**config.mk**
```make
export PLATFORM = sky130hd
export DESIGN_NAME = unsigned_integer_text_parser_unit
export DESIGN_NICKNAME = d
export VERILOG_FILES = /design/src/rtl/core/uitp_pkg.sv /design/src/rtl/core/uitp_in_stage.sv /design/src/rtl/core/uitp_step.sv /design/src/rtl/core/uitp_out_stage.sv /design/src/rtl/core/unsigned_integer_text_parser_unit.sv
export SDC_FILE = /design/constraint.sdc
export NUM_CORES = 1
export LEC_CHECK = 0
export BUFFER_PORTS_ARGS = -buffer_cell sky130_fd_sc_hd__buf_4
export CAP_MARGIN = 10
export CORE_AREA = 2 2 155 157
export DETAILED_ROUTE_END_ITERATION = 7
export DIE_AREA = 0 0 157 159
export GPL_TIMING_DRIVEN = 0
export HOLD_SLACK_MARGIN = 0.1
export PLACE_DENSITY = 0.77
export SLEW_MARGIN = 20
export SYNTH_ARGS = -nofsm -noshare
export SYNTH_HDL_FRONTEND = slang
export SYNTH_HIERARCHICAL = 1
export SYNTH_SLANG_ARGS = --single-unit
```
**constraint.sdc**
```tcl
create_clock -name clk -period 11.1 [get_ports clk]
set_input_delay 1.665 -clock clk [delete_from_list [all_inputs] [get_ports clk]]
set_output_delay 1.665 -clock clk [all_outputs]
set_load 0.1 [all_outputs]
```
**src/rtl/core/uitp_pkg.sv**
```systemverilog
`default_nettype none

package uitp_pkg;

  localparam int VALUE_W  = 32;
  localparam int OFFSET_W = 16;
  localparam int RADIX_W  = 6;
  localparam int PROD_W   = VALUE_W + RADIX_W;

  localparam logic [RADIX_W-1:0] MAX_BASE  = 6'd36;
  localparam logic [RADIX_W-1:0] BASE_OCT  = 6'd8;
  localparam logic [RADIX_W-1:0] BASE_DEC  = 6'd10;
  localparam logic [RADIX_W-1:0] BASE_HEX  = 6'd16;
  localparam logic [RADIX_W-1:0] NOT_DIGIT = 6'd63;

  localparam logic [1:0] ST_OK       = 2'd0;
  localparam logic [1:0] ST_OVERFLOW = 2'd1;
  localparam logic [1:0] ST_BAD_BASE = 2'd2;

  localparam logic [7:0] CH_ZERO    = 8'h30;
  localparam logic [7:0] CH_NINE    = 8'h39;
  localparam logic [7:0] CH_UPPER_A = 8'h41;
  localparam logic [7:0] CH_UPPER_Z = 8'h5a;
  localparam logic [7:0] CH_LOWER_A = 8'h61;
  localparam logic [7:0] CH_LOWER_Z = 8'h7a;
  localparam logic [7:0] CH_UPPER_X = 8'h58;
  localparam logic [7:0] CH_LOWER_X = 8'h78;
  localparam logic [7:0] CH_SPACE   = 8'h20;
  localparam logic [7:0] CH_TAB     = 8'h09;
  localparam logic [7:0] CH_CR      = 8'h0d;

  typedef struct packed {
    logic [7:0]         ch;
    logic               first;
    logic [RADIX_W-1:0] radix;
  } in_item_t;

  typedef struct packed {
    logic [VALUE_W-1:0]  value;
    logic [OFFSET_W-1:0] end_offset;
    logic [1:0]          status;
  } out_item_t;

  function automatic logic [RADIX_W-1:0] digit_of(input logic [7:0] c);
    logic [7:0] t;
    begin
      t = 8'd0;
      if (c >= CH_ZERO && c <= CH_NINE) begin
        t = c - CH_ZERO;
      end else if (c >= CH_UPPER_A && c <= CH_UPPER_Z) begin
        t = c - CH_UPPER_A + 8'd10;
      end else if (c >= CH_LOWER_A && c <= CH_LOWER_Z) begin
        t = c - CH_LOWER_A + 8'd10;
      end else begin
        t = {2'b00, NOT_DIGIT};
      end
      digit_of = t[RADIX_W-1:0];
    end
  endfunction

  function automatic logic is_space(input logic [7:0] c);
    is_space = (c == CH_SPACE) || (c >= CH_TAB && c <= CH_CR);
  endfunction

  function automatic logic [OFFSET_W-1:0] offset_inc(input logic [OFFSET_W-1:0] p);
    offset_inc = (&p) ? p : p + 1'b1;
  endfunction

endpackage

`default_nettype wire

```
**src/rtl/core/uitp_in_stage.sv**
```systemverilog
`default_nettype none

module uitp_in_stage (
  input  wire logic               clk,
  input  wire logic               rst_n,
  input  wire logic               in_valid,
  output logic                    in_stall,
  input  wire uitp_pkg::in_item_t in_item,
  input  wire logic               adv,
  output logic                    s1_valid,
  output uitp_pkg::in_item_t      s1_item
);

  logic               s1_valid_r, s1_valid_nxt;
  uitp_pkg::in_item_t s1_item_r;
  logic               accept;

  assign in_stall = s1_valid_r && !adv;
  assign accept   = in_valid && !in_stall;

  always_comb begin
    s1_valid_nxt = s1_valid_r;
    if (accept) begin
      s1_valid_nxt = 1'b1;
    end else if (adv) begin
      s1_valid_nxt = 1'b0;
    end
  end

  always_ff @(posedge clk) begin
    if (!rst_n) begin
      s1_valid_r <= 1'b0;
    end else begin
      s1_valid_r <= s1_valid_nxt;
    end
  end

  always_ff @(posedge clk) begin
    if (accept) begin
      s1_item_r <= in_item;
    end
  end

  assign s1_valid = s1_valid_r;
  assign s1_item  = s1_item_r;

endmodule

`default_nettype wire

```
**src/rtl/core/uitp_step.sv**
```systemverilog
`default_nettype none

module uitp_step (
  input  wire logic               clk,
  input  wire logic               rst_n,
  input  wire logic               fire,
  input  wire uitp_pkg::in_item_t item,
  output logic                    res_valid,
  output uitp_pkg::out_item_t     res
);

  localparam logic [2:0] PH_IDLE   = 3'd0;
  localparam logic [2:0] PH_SPACE  = 3'd1;
  localparam logic [2:0] PH_ZERO   = 3'd2;
  localparam logic [2:0] PH_HEX    = 3'd3;
  localparam logic [2:0] PH_DIGITS = 3'd4;

  logic [2:0]                      phase_r, phase_nxt;
  logic [uitp_pkg::VALUE_W-1:0]    acc_r, acc_nxt;
  logic [uitp_pkg::RADIX_W-1:0]    base_r, base_nxt;
  logic [uitp_pkg::OFFSET_W-1:0]   pos_r, pos_nxt;
  logic [uitp_pkg::OFFSET_W-1:0]   zend_r, zend_nxt;
  logic                            seen_r, seen_nxt;

  logic [2:0]                      ph_w;
  logic [uitp_pkg::VALUE_W-1:0]    acc_w;
  logic [uitp_pkg::RADIX_W-1:0]    base_w;
  logic [uitp_pkg::OFFSET_W-1:0]   pos_w;
  logic [uitp_pkg::OFFSET_W-1:0]   zend_w;
  logic                            seen_w;
  logic [uitp_pkg::RADIX_W-1:0]    d;
  logic [uitp_pkg::RADIX_W-1:0]    dig_base;
  logic                            go_digit;
  logic                            bad_base;
  logic [uitp_pkg::PROD_W-1:0]     prod;
  logic                            ovf;

  assign bad_base = item.first &&
                    (item.radix == 6'd1 || item.radix > uitp_pkg::MAX_BASE);

  always_comb begin
    ph_w   = item.first ? PH_SPACE : phase_r;
    acc_w  = item.first ? '0 : acc_r;
    base_w = item.first ? item.radix : base_r;
    pos_w  = item.first ? '0 : pos_r;
    zend_w = item.first ? '0 : zend_r;
    seen_w = item.first ? 1'b0 : seen_r;
    d      = uitp_pkg::digit_of(item.ch);

    phase_nxt = ph_w;
    acc_nxt   = acc_w;
    base_nxt  = base_w;
    pos_nxt   = pos_w;
    zend_nxt  = zend_w;
    seen_nxt  = seen_w;
    dig_base  = base_w;
    go_digit  = 1'b0;
    res_valid = 1'b0;
    res       = '0;

    if (bad_base) begin
      phase_nxt  = PH_IDLE;
      res_valid  = 1'b1;
      res.status = uitp_pkg::ST_BAD_BASE;
    end else if (ph_w != PH_IDLE) begin
      pos_nxt = uitp_pkg::offset_inc(pos_w);
      case (ph_w)
        PH_SPACE: begin
          if (uitp_pkg::is_space(item.ch)) begin
            phase_nxt = PH_SPACE;
          end else if ((base_w == '0 || base_w == uitp_pkg::BASE_HEX) &&
                       item.ch == uitp_pkg::CH_ZERO) begin
            acc_nxt   = '0;
            seen_nxt  = 1'b1;
            zend_nxt  = uitp_pkg::offset_inc(pos_w);
            phase_nxt = PH_ZERO;
          end else begin
            dig_base = (base_w == '0) ? uitp_pkg::BASE_DEC : base_w;
            go_digit = 1'b1;
          end
        end
        PH_ZERO: begin
          if (item.ch == uitp_pkg::CH_LOWER_X || item.ch == uitp_pkg::CH_UPPER_X) begin
            base_nxt  = uitp_pkg::BASE_HEX;
            phase_nxt = PH_HEX;
          end else begin
            dig_base = (base_w == '0) ? uitp_pkg::BASE_OCT : base_w;
            go_digit = 1'b1;
          end
        end
        PH_HEX: begin
          if (d >= uitp_pkg::BASE_HEX) begin
            phase_nxt      = PH_IDLE;
            res_valid      = 1'b1;
            res.end_offset = zend_w;
            res.status     = uitp_pkg::ST_OK;
          end else begin
            go_digit = 1'b1;
          end
        end
        PH_DIGITS: begin
          go_digit = 1'b1;
        end
        default: begin
          phase_nxt = PH_IDLE;
        end
      endcase
    end

    prod = uitp_pkg::PROD_W'(acc_w) * uitp_pkg::PROD_W'(dig_base) +
           uitp_pkg::PROD_W'(d);
    ovf  = |prod[uitp_pkg::PROD_W-1:uitp_pkg::VALUE_W];

    if (go_digit) begin
      base_nxt = dig_base;
      if (dig_base < 6'd2 || d >= dig_base) begin
        phase_nxt      = PH_IDLE;
        res_valid      = 1'b1;
        res.value      = acc_w;
        res.end_offset = seen_w ? pos_w : '0;
        res.status     = uitp_pkg::ST_OK;
      end else if (ovf) begin
        phase_nxt      = PH_IDLE;
        res_valid      = 1'b1;
        res.value      = '1;
        res.end_offset = pos_w;
        res.status     = uitp_pkg::ST_OVERFLOW;
      end else begin
        acc_nxt   = prod[uitp_pkg::VALUE_W-1:0];
        seen_nxt  = 1'b1;
        phase_nxt = PH_DIGITS;
      end
    end
  end

  always_ff @(posedge clk) begin
    if (!rst_n) begin
      phase_r <= PH_IDLE;
      acc_r   <= '0;
      base_r  <= '0;
      pos_r   <= '0;
      zend_r  <= '0;
      seen_r  <= 1'b0;
    end else if (fire) begin
      phase_r <= phase_nxt;
      acc_r   <= acc_nxt;
      base_r  <= base_nxt;
      pos_r   <= pos_nxt;
      zend_r  <= zend_nxt;
      seen_r  <= seen_nxt;
    end
  end

  a_end_after_result: assert property (@(posedge clk) disable iff (!rst_n)
    fire && res_valid |=> phase_r == PH_IDLE)
    else $error("string still active after its result");

  a_bad_base_result: assert property (@(posedge clk) disable iff (!rst_n)
    fire && res_valid && res.status == uitp_pkg::ST_BAD_BASE |->
      res.value == '0 && res.end_offset == '0)
    else $error("invalid base result carries data");

  a_overflow_saturates: assert property (@(posedge clk) disable iff (!rst_n)
    fire && res_valid && res.status == uitp_pkg::ST_OVERFLOW |-> &res.value)
    else $error("overflow result not saturated");

  a_no_digits_zero: assert property (@(posedge clk) disable iff (!rst_n)
    fire && res_valid && res.status == uitp_pkg::ST_OK && res.end_offset == '0 |->
      res.value == '0)
    else $error("nonzero value with no digits taken");

endmodule

`default_nettype wire

```
**src/rtl/core/uitp_out_stage.sv**
```systemverilog
`default_nettype none

module uitp_out_stage (
  input  wire logic                clk,
  input  wire logic                rst_n,
  input  wire logic                s1_valid,
  input  wire logic                res_valid,
  input  wire uitp_pkg::out_item_t res,
  output logic                     adv,
  output logic                     out_valid,
  input  wire logic                out_stall,
  output uitp_pkg::out_item_t      out_item
);

  logic                out_valid_r, out_valid_nxt;
  uitp_pkg::out_item_t out_item_r;
  logic                load;

  assign adv  = !out_valid_r || !out_stall;
  assign load = adv && s1_valid && res_valid;

  always_comb begin
    out_valid_nxt = out_valid_r;
    if (adv) begin
      out_valid_nxt = s1_valid && res_valid;
    end
  end

  always_ff @(posedge clk) begin
    if (!rst_n) begin
      out_valid_r <= 1'b0;
    end else begin
      out_valid_r <= out_valid_nxt;
    end
  end

  always_ff @(posedge clk) begin
    if (load) begin
      out_item_r <= res;
    end
  end

  assign out_valid = out_valid_r;
  assign out_item  = out_item_r;

endmodule

`default_nettype wire

```
**src/rtl/core/unsigned_integer_text_parser_unit.sv**
```systemverilog
// the input register holds a character; the digit multiply-add and limit compare on it are
// combinational; the result is registered in out_item; one character per cycle if not stalled
// a held result keeps the input register full, which then stalls the input
// a string gives at most one result: at its digits' end, on overflow, or at once on a bad base
// rst_n is synchronous, active low; clears the pipeline valids and the parse state to idle
`default_nettype none

module unsigned_integer_text_parser_unit (
  input  wire logic                clk,
  input  wire logic                rst_n,
  input  wire logic                in_valid,
  output logic                     in_stall,
  input  wire uitp_pkg::in_item_t  in_item,
  output logic                     out_valid,
  input  wire logic                out_stall,
  output uitp_pkg::out_item_t      out_item
);

  logic                adv;
  logic                s1_valid;
  uitp_pkg::in_item_t  s1_item;
  logic                res_valid;
  uitp_pkg::out_item_t res;

  uitp_in_stage u_in (
    .clk      (clk),
    .rst_n    (rst_n),
    .in_valid (in_valid),
    .in_stall (in_stall),
    .in_item  (in_item),
    .adv      (adv),
    .s1_valid (s1_valid),
    .s1_item  (s1_item)
  );

  uitp_step u_step (
    .clk       (clk),
    .rst_n     (rst_n),
    .fire      (s1_valid && adv),
    .item      (s1_item),
    .res_valid (res_valid),
    .res       (res)
  );

  uitp_out_stage u_out (
    .clk       (clk),
    .rst_n     (rst_n),
    .s1_valid  (s1_valid),
    .res_valid (res_valid),
    .res       (res),
    .adv       (adv),
    .out_valid (out_valid),
    .out_stall (out_stall),
    .out_item  (out_item)
  );

endmodule

`default_nettype wire
```
==> results of run 1 <==
## critical path: cells and delay by family (launching register included)
family	cells	cell delay [ps]
AOI/OAI and AO/OA	8	2980
adders and majority gates	6	2690
buffers and inverters	9	1400
DFF	1	480
and+or+nand+nor	8	1460
## logic make-up (layout without fill, tap and decap cells)
group / count (synthesis) / in the layout / synth area share (%)
compound gates: 375 / 375 / 17.1
xor+xnor: 46 / 46 / 2.93
fa+ha+maj: 221 / 221 / 26.9
buf+inv: 159 / 263 / 4.88
flops: 141 / 141 / 25.3
mux: 6 / 6 / 0.446
simple gates: 615 / 615 / 22.5
## per-stage QoR
| stage | setup TNS (ps) | power [mW] | std cells | hold slack, ps | utilization (%) |
|---|---|---|---|---|---|
| after floorplan | 0 | 0.797 | 1563 | 450 | - |
| after global placement | -25530 | 0.875 | 1952 | 463 | 63.3 |
| after detailed placement | 0 | 0.883 | 1954 | 480 | 63.6 |
| after CTS | 0 | 1.48 | 1986 | 487 | 66.3 |
| after global routing | 0 | 1.53 | 1986 | 508 | 66.3 |
| final | 0 | 1.49 | 1986 | 483 | 66.3 |
## routing by layer
layer  share of wire (%)  track usage (%)  up-vias
met3                 9.9             7.46      108
met4                 3.2             12.2        0
met1                  40             43.9     6074
li1                    -                -     5630
met5                   0                0        -
met2                  46             51.8      676
## registers in the layout, summed over array words and instances, names as in the netlist
name             cells
u_step/phase_r       3
u_out/out_valid      1
u_out/out_item      50
u_step/pos_r        16
u_step/acc_r        32
u_in/s1_item        15
u_step/zend_r       16
u_in/s1_valid        1
u_step/seen_r        1
u_step/base_r        6
## cell usage in the layout (no fill, tap or decap), types with 10 or more instances in the layout
cell type,count
nand4_1,13
a22oi_1,21
a31oi_1,39
nor3_1,23
clkbuf_16,17
xnor2_1,23
xor2_1,23
buf_2,19
o21ai_0,118
ha_1,97
edfxtp_1,65
buf_4,77
nor2b_1,39
nand2_1,140
dfxtp_1,76
o21ai_2,10
nand3_1,65
and2_1,133
a21oi_1,80
o211ai_1,36
and3_1,11
nor2_1,148
nand2b_1,10
inv_1,57
clkbuf_1,65
fa_1,124
## layout make-up
type / count / area [sq um]
Tap cell: 319 / 399
Clock inverter: 13 / 181
Timing Repair Buffer: 72 / 581
Buffer: 100 / 449
Multi-Input combinational cell: 1263 / 9620
Fill cell: 1875 / 7820
Inverter: 59 / 221
Sequential cell: 141 / 3470
Clock buffer: 19 / 443
## worst min-delay path by stage
stage	start	endpoint	slack (ps)	depth (start not counted)
2_1_floorplan	u_step/zend_r[15]$_SDFFE_PN0P_	u_step/zend_r[15]$_SDFFE_PN0P_	450	2
3_3_place_gp	u_step/zend_r[15]$_SDFFE_PN0P_	u_step/zend_r[15]$_SDFFE_PN0P_	460	2
3_5_place_dp	u_step/zend_r[15]$_SDFFE_PN0P_	u_step/zend_r[15]$_SDFFE_PN0P_	480	2
4_1_cts	u_step/zend_r[15]$_SDFFE_PN0P_	u_step/zend_r[15]$_SDFFE_PN0P_	490	2
5_1_grt	u_step/zend_r[15]$_SDFFE_PN0P_	u_step/zend_r[15]$_SDFFE_PN0P_	510	2
6_report	u_step/zend_r[15]$_SDFFE_PN0P_	u_step/zend_r[15]$_SDFFE_PN0P_	480	2
## power by group through the flow
stage	clock, mW	sequential, mW	combinational [mW]
2_1_floorplan	0	0.644	0.153
6_report	0.608	0.579	0.302
3_3_place_gp	0	0.590	0.286
4_1_cts	0.609	0.578	0.296
5_1_grt	0.630	0.581	0.322
3_5_place_dp	0	0.589	0.294
==> results.yml, run 1 <==
final_layout:
  fin_nets: 1894
  area_growth_pct: 11.8
  n_antenna_cell: 0
  final_layout_size_suffix_gt1_share_pct: 9.48
  postLayoutCellArea_sq_um: 15400
critical_path:
  required_ps: 11280
  r2r-start: "u_in/s1_item[7]$_DFFE_PP_"
  slowest_delay_ps: 680
  crit_type: "register to register"
  r2r_setup_slack_ps: 1820
  r2r_end: "u_out/out_item[45]$_DFFE_PP_"
  slowest_stage: "o21ai_0"
  critPathCapture: "u_out/out_item[45]$_DFFE_PP_"
  crit_path_start: "u_in/s1_item[7]$_DFFE_PP_"
  startpoint_type: "register"
  path_common_cell: "inv_1"
  setup.worst_path.end_class: "register"
  worstPathArrival_ps: 9460
  crit_fanout: 25
  r2r_cells: 31
pwr:
  power_frac_comb_pct: 20.3
  pwr-share-clk_pct: 40.8
  sw_frac_of_total_pct: 31.8
  seq_power_share_pct: 38.9
  power.leakage_nw: 6.65
  power.density_nw_per_um2: 96.9
  ir_drop_mv: 0.0817
  p_int_mw: 1.02
  switchingPower_uw: 474
logic_synthesis:
  ys_seq_area_share_pct: 25.3
  synth_cells: 1563
  async_flop_share_pct: 0
  syn_area_sq_um: 13800
  synth_cell_types: 78
  synth_edf_count: 65
  ys_seq_elements: 141
  ys_top_cells_by_count: "148 x nor2_1, 140 x nand2_1, 133 x and2_1"
  synth_nets: 1803
  avgSynthCellArea_sq_um: 8.80
  ys_warn_count: 6
  synth_top_cell_area_share_pct: 18.1
  synth_top_cell_by_area: "fa_1"
  synth_area_leaders: "fa_1 18%, edfxtp_1 14%, dfxtp_1 11%"
  yosysMostFrequentCell: "nor2_1"
  ys.flop_type: "dfxtp_1"
global_route:
  track_usage_pct: 32.7
  grt.overflow.total: 0
  grt_max_degree: 26
  antenna_found_initial: 1
  grt_pass1_wl_um: 64700
  grt_pass1_vias: 12400
placed_design:
  place_hpwl_um: 30900
  pre_cts_ws_ps: 2050
  portBuffers: 70
  placed_cell_area_sq_um: 14700
  gp_congestion: 0.951
route:
  ant_nets: 0
  routed_wl_um: 40000
  post_drt_wl_per_cell_um: 20.2
  drc: 0
  avgViaCountPerCell: 6.29
  via_count: 12500
  drt_iter0_drc: 1125
  dr.pass1.iters: 5
clocking:
  h-tree-depth: 4
  postCtsSetupBuffers: 0
  cts_sinks: 141
  post_cts_resized: 0
  clk_path_buf_depth: 2
  insertion_delay_ps: 430
  cts_hold_buffers: 0
  path_clk_slew_ps: 60
  cts_tree: "yes"
  cts-buffers-inserted: 17
  cts-root-buf: "clkbuf_16"
timing:
  finalMaxSlewViolations: 0
  fin_ws_ps: 1820
  skew_ps: 12.3
  timing.fmax_mhz: 108
  setup_viol_count_final: 0
  min_period_ps: 9280
  finalHoldViolations: 0
  post-route-period-util_pct: 83.6
  rsz0062_at_grt: "no"
  worstMarginPinSlew_ps: 1070
  slew_headroom_pct: 28.1
hold_path:
  min_path_type: "register to register"
floorplanning:
  start_util_pct: 59.3
  io_pins: 71
  fp-row-count: 56
  chipWidth_um: 157
  dieArea_sq_um: 25000
  fp.coreArea_sq_um: 23200
  die_h_um: 159
run_status:
  outcome: "complete, no violations"
flow_run:
  drv_cap: 0
Note: power is estimated with default switching activity, not from simulation.
==> inputs of run 2 (changes only) <==
==> constraint.sdc (replaced) <==
create_clock -name clk -period 9 [get_ports clk]
set_input_delay 1.35 -clock clk [delete_from_list [all_inputs] [get_ports clk]]
set_output_delay 1.35 -clock clk [all_outputs]
set_load 0.1 [all_outputs]
==> run 2 against run 1 <==
Compared with the run above:
- fmax is 7.2% higher
- largest cell class unchanged
- worst hold slack better by 18 ps
- routed wire length hardly changed
- clock skew is 0.81 ps lower
- via count is 0.12% higher
- setup slack worse by 1500 ps
- first-iteration DRC count is 12% higher
- largest power group is now registers
- die area stayed put
- final cell count is 0.10% higher
- sequential cell count stayed put
- clock power is 17% higher
- final area hardly changed
==> results.yml, run 2 (synthesis results as in run 1) <==
final_layout:
  n_antenna_cell: 0
  utilization_pct: 66.2
  area_growth_pct: 11.7
  final_common_cell: "nor2_1"
  postLayoutCellArea_sq_um: 15400
  layout_common_cells: "148 x nor2_1, 140 x nand2_1, 133 x and2_1"
  seqCellArea_sq_um: 3470
  multi_input_area_sq_um: 9630
  layoutNonFillerInstCount: 1988
  fillCellCount: 1891
  fin_nets: 1896
  largest_reg_flops: 50
  final_layout_size_suffix_gt1_share_pct: 9.65
global_route:
  track_usage_pct: 33.1
  grt_max_degree: 26
  grt_pass1_vias: 12200
  grt.overflow.total: 0
  grt_pass1_wl_um: 65100
  antenna_found_initial: 0
clocking:
  cts-buffers-inserted: 17
  cts-root-buf: "clkbuf_16"
  clk_path_buf_depth: 2
  path_clk_slew_ps: 60
  insertion_delay_ps: 430
  cts_sinks: 141
  cts_tree: "yes"
  h-tree-depth: 4
floorplanning:
  fp.coreArea_sq_um: 23200
  start_util_pct: 59.3
  chipWidth_um: 157
  die_h_um: 159
  dieArea_sq_um: 25000
  io_pins: 71
  fp-row-count: 56
pwr:
  power.density_nw_per_um2: 117
  total_power_mw: 1.80
  ir_drop_mv: 0.0892
  power.leakage_nw: 6.64
timing:
  finalMaxSlewViolations: 0
  post-route-period-util_pct: 96.1
  rsz0062_at_grt: "no"
  worstMarginPinSlew_ps: 989
  min_period_ps: 8650
  skew_ps: 11.5
  setup_viol_count_final: 0
  setup_tns_ps: 0
  slew_headroom_pct: 33.6
  timing.fmax_mhz: 116
  finalHoldViolations: 0
run_status:
  outcome: "complete, no violations"
flow_run:
  drv_cap: 0
critical_path:
  startpoint_type: "register"
  required_ps: 9180
  r2r-start: "u_in/s1_item[7]$_DFFE_PP_"
  worstPathArrival_ps: 8830
  slowest_stage: "fa_1"
  r2r_end: "u_out/out_item[32]$_DFFE_PP_"
  r2r_setup_slack_ps: 350
  crit_type: "register to register"
  crit_fanout: 20
  path_common_cell: "inv_1"
  setup.worst_path.end_class: "register"
  slowest_delay_ps: 550
  r2r_cells: 31
placed_design:
  dp_cells: 1954
  place_hpwl_um: 30900
  placed_cell_area_sq_um: 14700
  gp_congestion: 0.965
  portBuffers: 70
route:
  routed_wl_um: 40000
  drc: 0
  via_count: 12500
  avgViaCountPerCell: 6.29
  post_drt_wl_per_cell_um: 20.1
  ant_nets: 0
  dr.pass1.iters: 6
  drt_iter0_drc: 1260
hold_path:
  worstHoldEndpoint: "u_step/zend_r[6]$_SDFFE_PN0P_"
  min_path_type: "register to register"
  min_path_cells: 2
  min-delay-start: "u_step/zend_r[6]$_SDFFE_PN0P_"
run 2: what timing repair did:
action / in CTS / in global routing
endpoints found under the setup margin: 0 / 106
gates resized for setup: 0 / 3
setup buffers: 0 / 2
hold buffers: 0 / 0
run 2: worst max-delay path, delay by kind of cell (launching register included):
kind | cells | cell delay [ps]
flip-flops | 1 | 480
AO/OA/AOI/OAI | 8 | 2420
adder cells (fa/ha/maj) | 6 | 2700
buffers and inverters | 9 | 1390
AND/OR/NAND/NOR | 8 | 1390
run 2: layout make-up:
type | count | area share, %
clock inverters | 14 | 1.03
plain buffers | 100 | 2.92
well taps | 319 | 2.60
flip-flops and latches | 141 | 22.6
inverters | 59 | 1.44
repair buffers | 74 | 3.88
multi-input cells | 1263 | 62.7
clock buffers | 18 | 2.79
run 2: worst max-delay path by stage:
| stage | endpoint | startpoint | cells after the start | slack (ps) |
|---|---|---|---|---|
| 2_1_floorplan | u_out/out_item[0]$_DFFE_PP_ | u_in/s1_item[7]$_DFFE_PP_ | 30 | 1000 |
| 5_1_grt | u_out/out_item[8]$_DFFE_PP_ | u_in/s1_item[8]$_DFFE_PP_ | 31 | 80 |
| 4_1_cts | u_out/out_item[13]$_DFFE_PP_ | u_in/s1_item[12]$_DFFE_PP_ | 31 | 40 |
| 3_3_place_gp | u_out/out_item[47]$_DFFE_PP_ | u_in/s1_item[7]$_DFFE_PP_ | 30 | -1080 |
| 3_5_place_dp | u_out/out_item[47]$_DFFE_PP_ | u_in/s1_item[12]$_DFFE_PP_ | 31 | 70 |
| 6_report | u_out/out_item[32]$_DFFE_PP_ | u_in/s1_item[7]$_DFFE_PP_ | 31 | 350 |
run 2: metal layers:
metal  wire (um)  global-route usage (%)  part of all wire, %
met1       16300                    46.0                   41
met2       18400                    52.0                   46
met3        3870                    5.74                  9.7
met4        1480                    12.3                  3.7
met5           0                       0                    0
run 2: per-stage QoR:
stage               hold slack [ps]  worst slack (ps)
floorplan                       450               999
detailed placement              492              74.3
finish                          501               348
global route                    523              76.5
CTS                             501              36.5
global placement                462             -1080
run 2: report_power, final:
group	switching [mW]	internal, mW	leakage [nW]	total (mW)
logic	0.269	0.106	5.17	0.375
clock network	0.299	0.414	0.283	0.714
registers	0.0179	0.696	1.19	0.714
total	0.586	1.22	6.64	1.80
==> inputs of run 3 (changes only) <==
--- a/config.mk
+++ b/config.mk
@@ -5,11 +5,12 @@
 export SDC_FILE = /design/constraint.sdc
 export NUM_CORES = 1
 export LEC_CHECK = 0
+export ABC_AREA = 1
 export BUFFER_PORTS_ARGS = -buffer_cell sky130_fd_sc_hd__buf_4
 export CAP_MARGIN = 10
-export CORE_AREA = 2 2 155 157
+export CORE_AREA = 2 2 157 159
 export DETAILED_ROUTE_END_ITERATION = 7
-export DIE_AREA = 0 0 157 159
+export DIE_AREA = 0 0 159 161
 export GPL_TIMING_DRIVEN = 0
 export HOLD_SLACK_MARGIN = 0.1
 export PLACE_DENSITY = 0.77
==> run 3 against run 2 <==
Compared with the run above:
- the flow now finishes with violations (design-rule violations)
- die area is 2.5% higher
- via count up 7.4%
- combinational power increased by 26%
- first-iteration DRC count increased by 3.6%
- fmax is 4.3% higher
- clock power down 5.6%
- highest routed layer unchanged
==> results.yml, run 3 <==
pwr:
  power.leakage_nw: 7.43
  switchingPower_uw: 639
  total_power_mw: 1.87
  sw_frac_of_total_pct: 34.2
  ir_drop_mv: 0.0940
  seq_power_share_pct: 38.7
  power_frac_comb_pct: 25.3
  p_int_mw: 1.23
  power.density_nw_per_um2: 120
  pwr-share-clk_pct: 36.0
route:
  dr.pass1.iters: 8
  post_drt_wl_per_cell_um: 17.7
  ant_nets: 0
  via_count: 13400
  routed_wl_um: 41000
  drt_iter0_drc: 1305
  avgViaCountPerCell: 5.79
  drc: 1
floorplanning:
  io_pins: 71
  fp-row-count: 57
  fp.coreArea_sq_um: 24000
  dieArea_sq_um: 25600
  die_h_um: 161
  start_util_pct: 58.7
  chipWidth_um: 159
flow_run:
  drv_cap: 0
timing:
  skew_ps: 13.6
  post-route-period-util_pct: 92.1
  slew_headroom_pct: 47.1
  setup_viol_count_final: 0
  min_period_ps: 8290
  timing.fmax_mhz: 121
  rsz0062_at_grt: "no"
  worstMarginPinSlew_ps: 793
  finalMaxSlewViolations: 0
  finalHoldViolations: 0
  hold_ws_ps: 465
clocking:
  clk_path_buf_depth: 2
  cts-buffers-inserted: 17
  insertion_delay_ps: 430
  cts_hold_buffers: 0
  path_clk_slew_ps: 60
  post_cts_resized: 0
  h-tree-depth: 4
  cts_sinks: 141
  postCtsSetupBuffers: 0
  cts_tree: "yes"
  cts-root-buf: "clkbuf_16"
final_layout:
  postLayoutCellArea_sq_um: 15600
  layoutNonFillerInstCount: 2317
  area_growth_pct: 11.1
  final_common_cell: "nand2_1"
  seqCellArea_sq_um: 3470
  utilization_pct: 65.2
  fillCellCount: 2153
  layout_common_cells: "432 x nand2_1, 300 x nor2_1, 195 x inv_1"
  n_antenna_cell: 0
  largest_reg_flops: 50
  final_layout_size_suffix_gt1_share_pct: 7.73
  fin_nets: 2220
  multi_input_area_sq_um: 9500
placed_design:
  placed_cell_area_sq_um: 15100
  gp_congestion: 0.949
  portBuffers: 70
  dp_cells: 2285
  place_hpwl_um: 32200
logic_synthesis:
  syn_area_sq_um: 14100
  async_flop_share_pct: 0
  synth_edf_count: 65
  synth_cells: 1889
  ys_seq_elements: 141
  synth_top_cell_area_share_pct: 17.6
  ys.flop_type: "dfxtp_1"
  ys_seq_area_share_pct: 24.7
  synth_cell_types: 50
  ys_top_cells_by_count: "432 x nand2_1, 301 x nor2_1, 195 x inv_1"
  synth_area_leaders: "fa_1 18%, edfxtp_1 14%, nand2_1 12%"
  synth_nets: 2129
  yosysMostFrequentCell: "nand2_1"
  avgSynthCellArea_sq_um: 7.45
  ys_warn_count: 6
  synth_top_cell_by_area: "fa_1"
global_route:
  antenna_found_initial: 0
  grt_pass1_wl_um: 66700
  grt_pass1_vias: 13100
  grt.overflow.total: 0
  grt_max_degree: 27
  track_usage_pct: 32.6
critical_path:
  worstPathArrival_ps: 8420
  setup.worst_path.end_class: "register"
  crit_type: "register to register"
  slowest_stage: "fa_1"
  crit_fanout: 26
  slowest_delay_ps: 530
  crit_family: "adder cells"
  path_common_cell: "nand2_1"
  startpoint_type: "register"
  required_ps: 9130
  cp_num_buf_inv: 12
run_status:
  violations: "design-rule violations"
  outcome: "complete, but fails checks"
hold_path:
  min_path_type: "register to register"
run 3: cell count changes after synthesis, sizes merged, moves of 15 or more:
cell	change
a21oi	+31
a22oi	-20
and2	-133
buf	-15
inv	+142
nand2	+304
nand3	+39
nor2	+159
nor2b	-41
o211ai	-29
run 3: worst paths after layout:
check                                     start                       endpoint  slack, ps  cells after the start
hold reg to reg   u_step/zend_r[6]$_SDFFE_PN0P_  u_step/zend_r[6]$_SDFFE_PN0P_        460                      2
hold / removal    u_step/zend_r[6]$_SDFFE_PN0P_  u_step/zend_r[6]$_SDFFE_PN0P_        460                      2
setup reg to reg      u_in/s1_item[8]$_DFFE_PP_   u_out/out_item[39]$_DFFE_PP_        710                     43
setup / recovery      u_in/s1_item[8]$_DFFE_PP_   u_out/out_item[39]$_DFFE_PP_        710                     43
run 3: power groups by stage:
stage	registers (mW)	logic [mW]	clock network, mW
floorplan	0.820	0.248	0
global placement	0.737	0.451	0
detailed placement	0.736	0.462	0
CTS	0.723	0.467	0.679
global route	0.726	0.510	0.709
finish	0.723	0.474	0.674
run 3: layout make-up:
cell class                 instances  area share [%]
buffer                            78            2.27
clock buffer                      22            3.04
clock inverter                    10           0.568
inverter                         202            4.85
multi-input combinational       1468            60.7
sequential                       141            22.2
tap                              324            2.59
timing repair buffer              72            3.71
run 3: cells by family after synthesis:
group | Yosys count | synth area share, %
AO/OA/AOI/OAI | 307 | 11.8
XOR/XNOR | 45 | 2.80
adder cells (fa/ha/maj) | 221 | 26.3
buffers and inverters | 280 | 7.91
flip-flops | 141 | 24.7
AND/OR/NAND/NOR | 895 | 26.5
run 3: layer usage:
metal / vias up / track usage, % / routed length, um
met5: - / 0 / 0
met4: 0 / 14.1 / 1740
met3: 133 / 5.19 / 3790
met2: 719 / 54.2 / 19200
met1: 6277 / 42.5 / 16300
li1: 6293 / - / -
run 3: metrics by stage:
stage	setup slack, ps	TNS, ps
final	707	0
after global routing	189	0
after CTS	833	0
after detailed placement	841	0
after global placement	-2220	-110640
after floorplan	248	0
run 3: tightest hold or removal path: stages (launching register included):
cell     delay, ps
dfxtp_1        310
nand2_1         60
a21oi_1         50
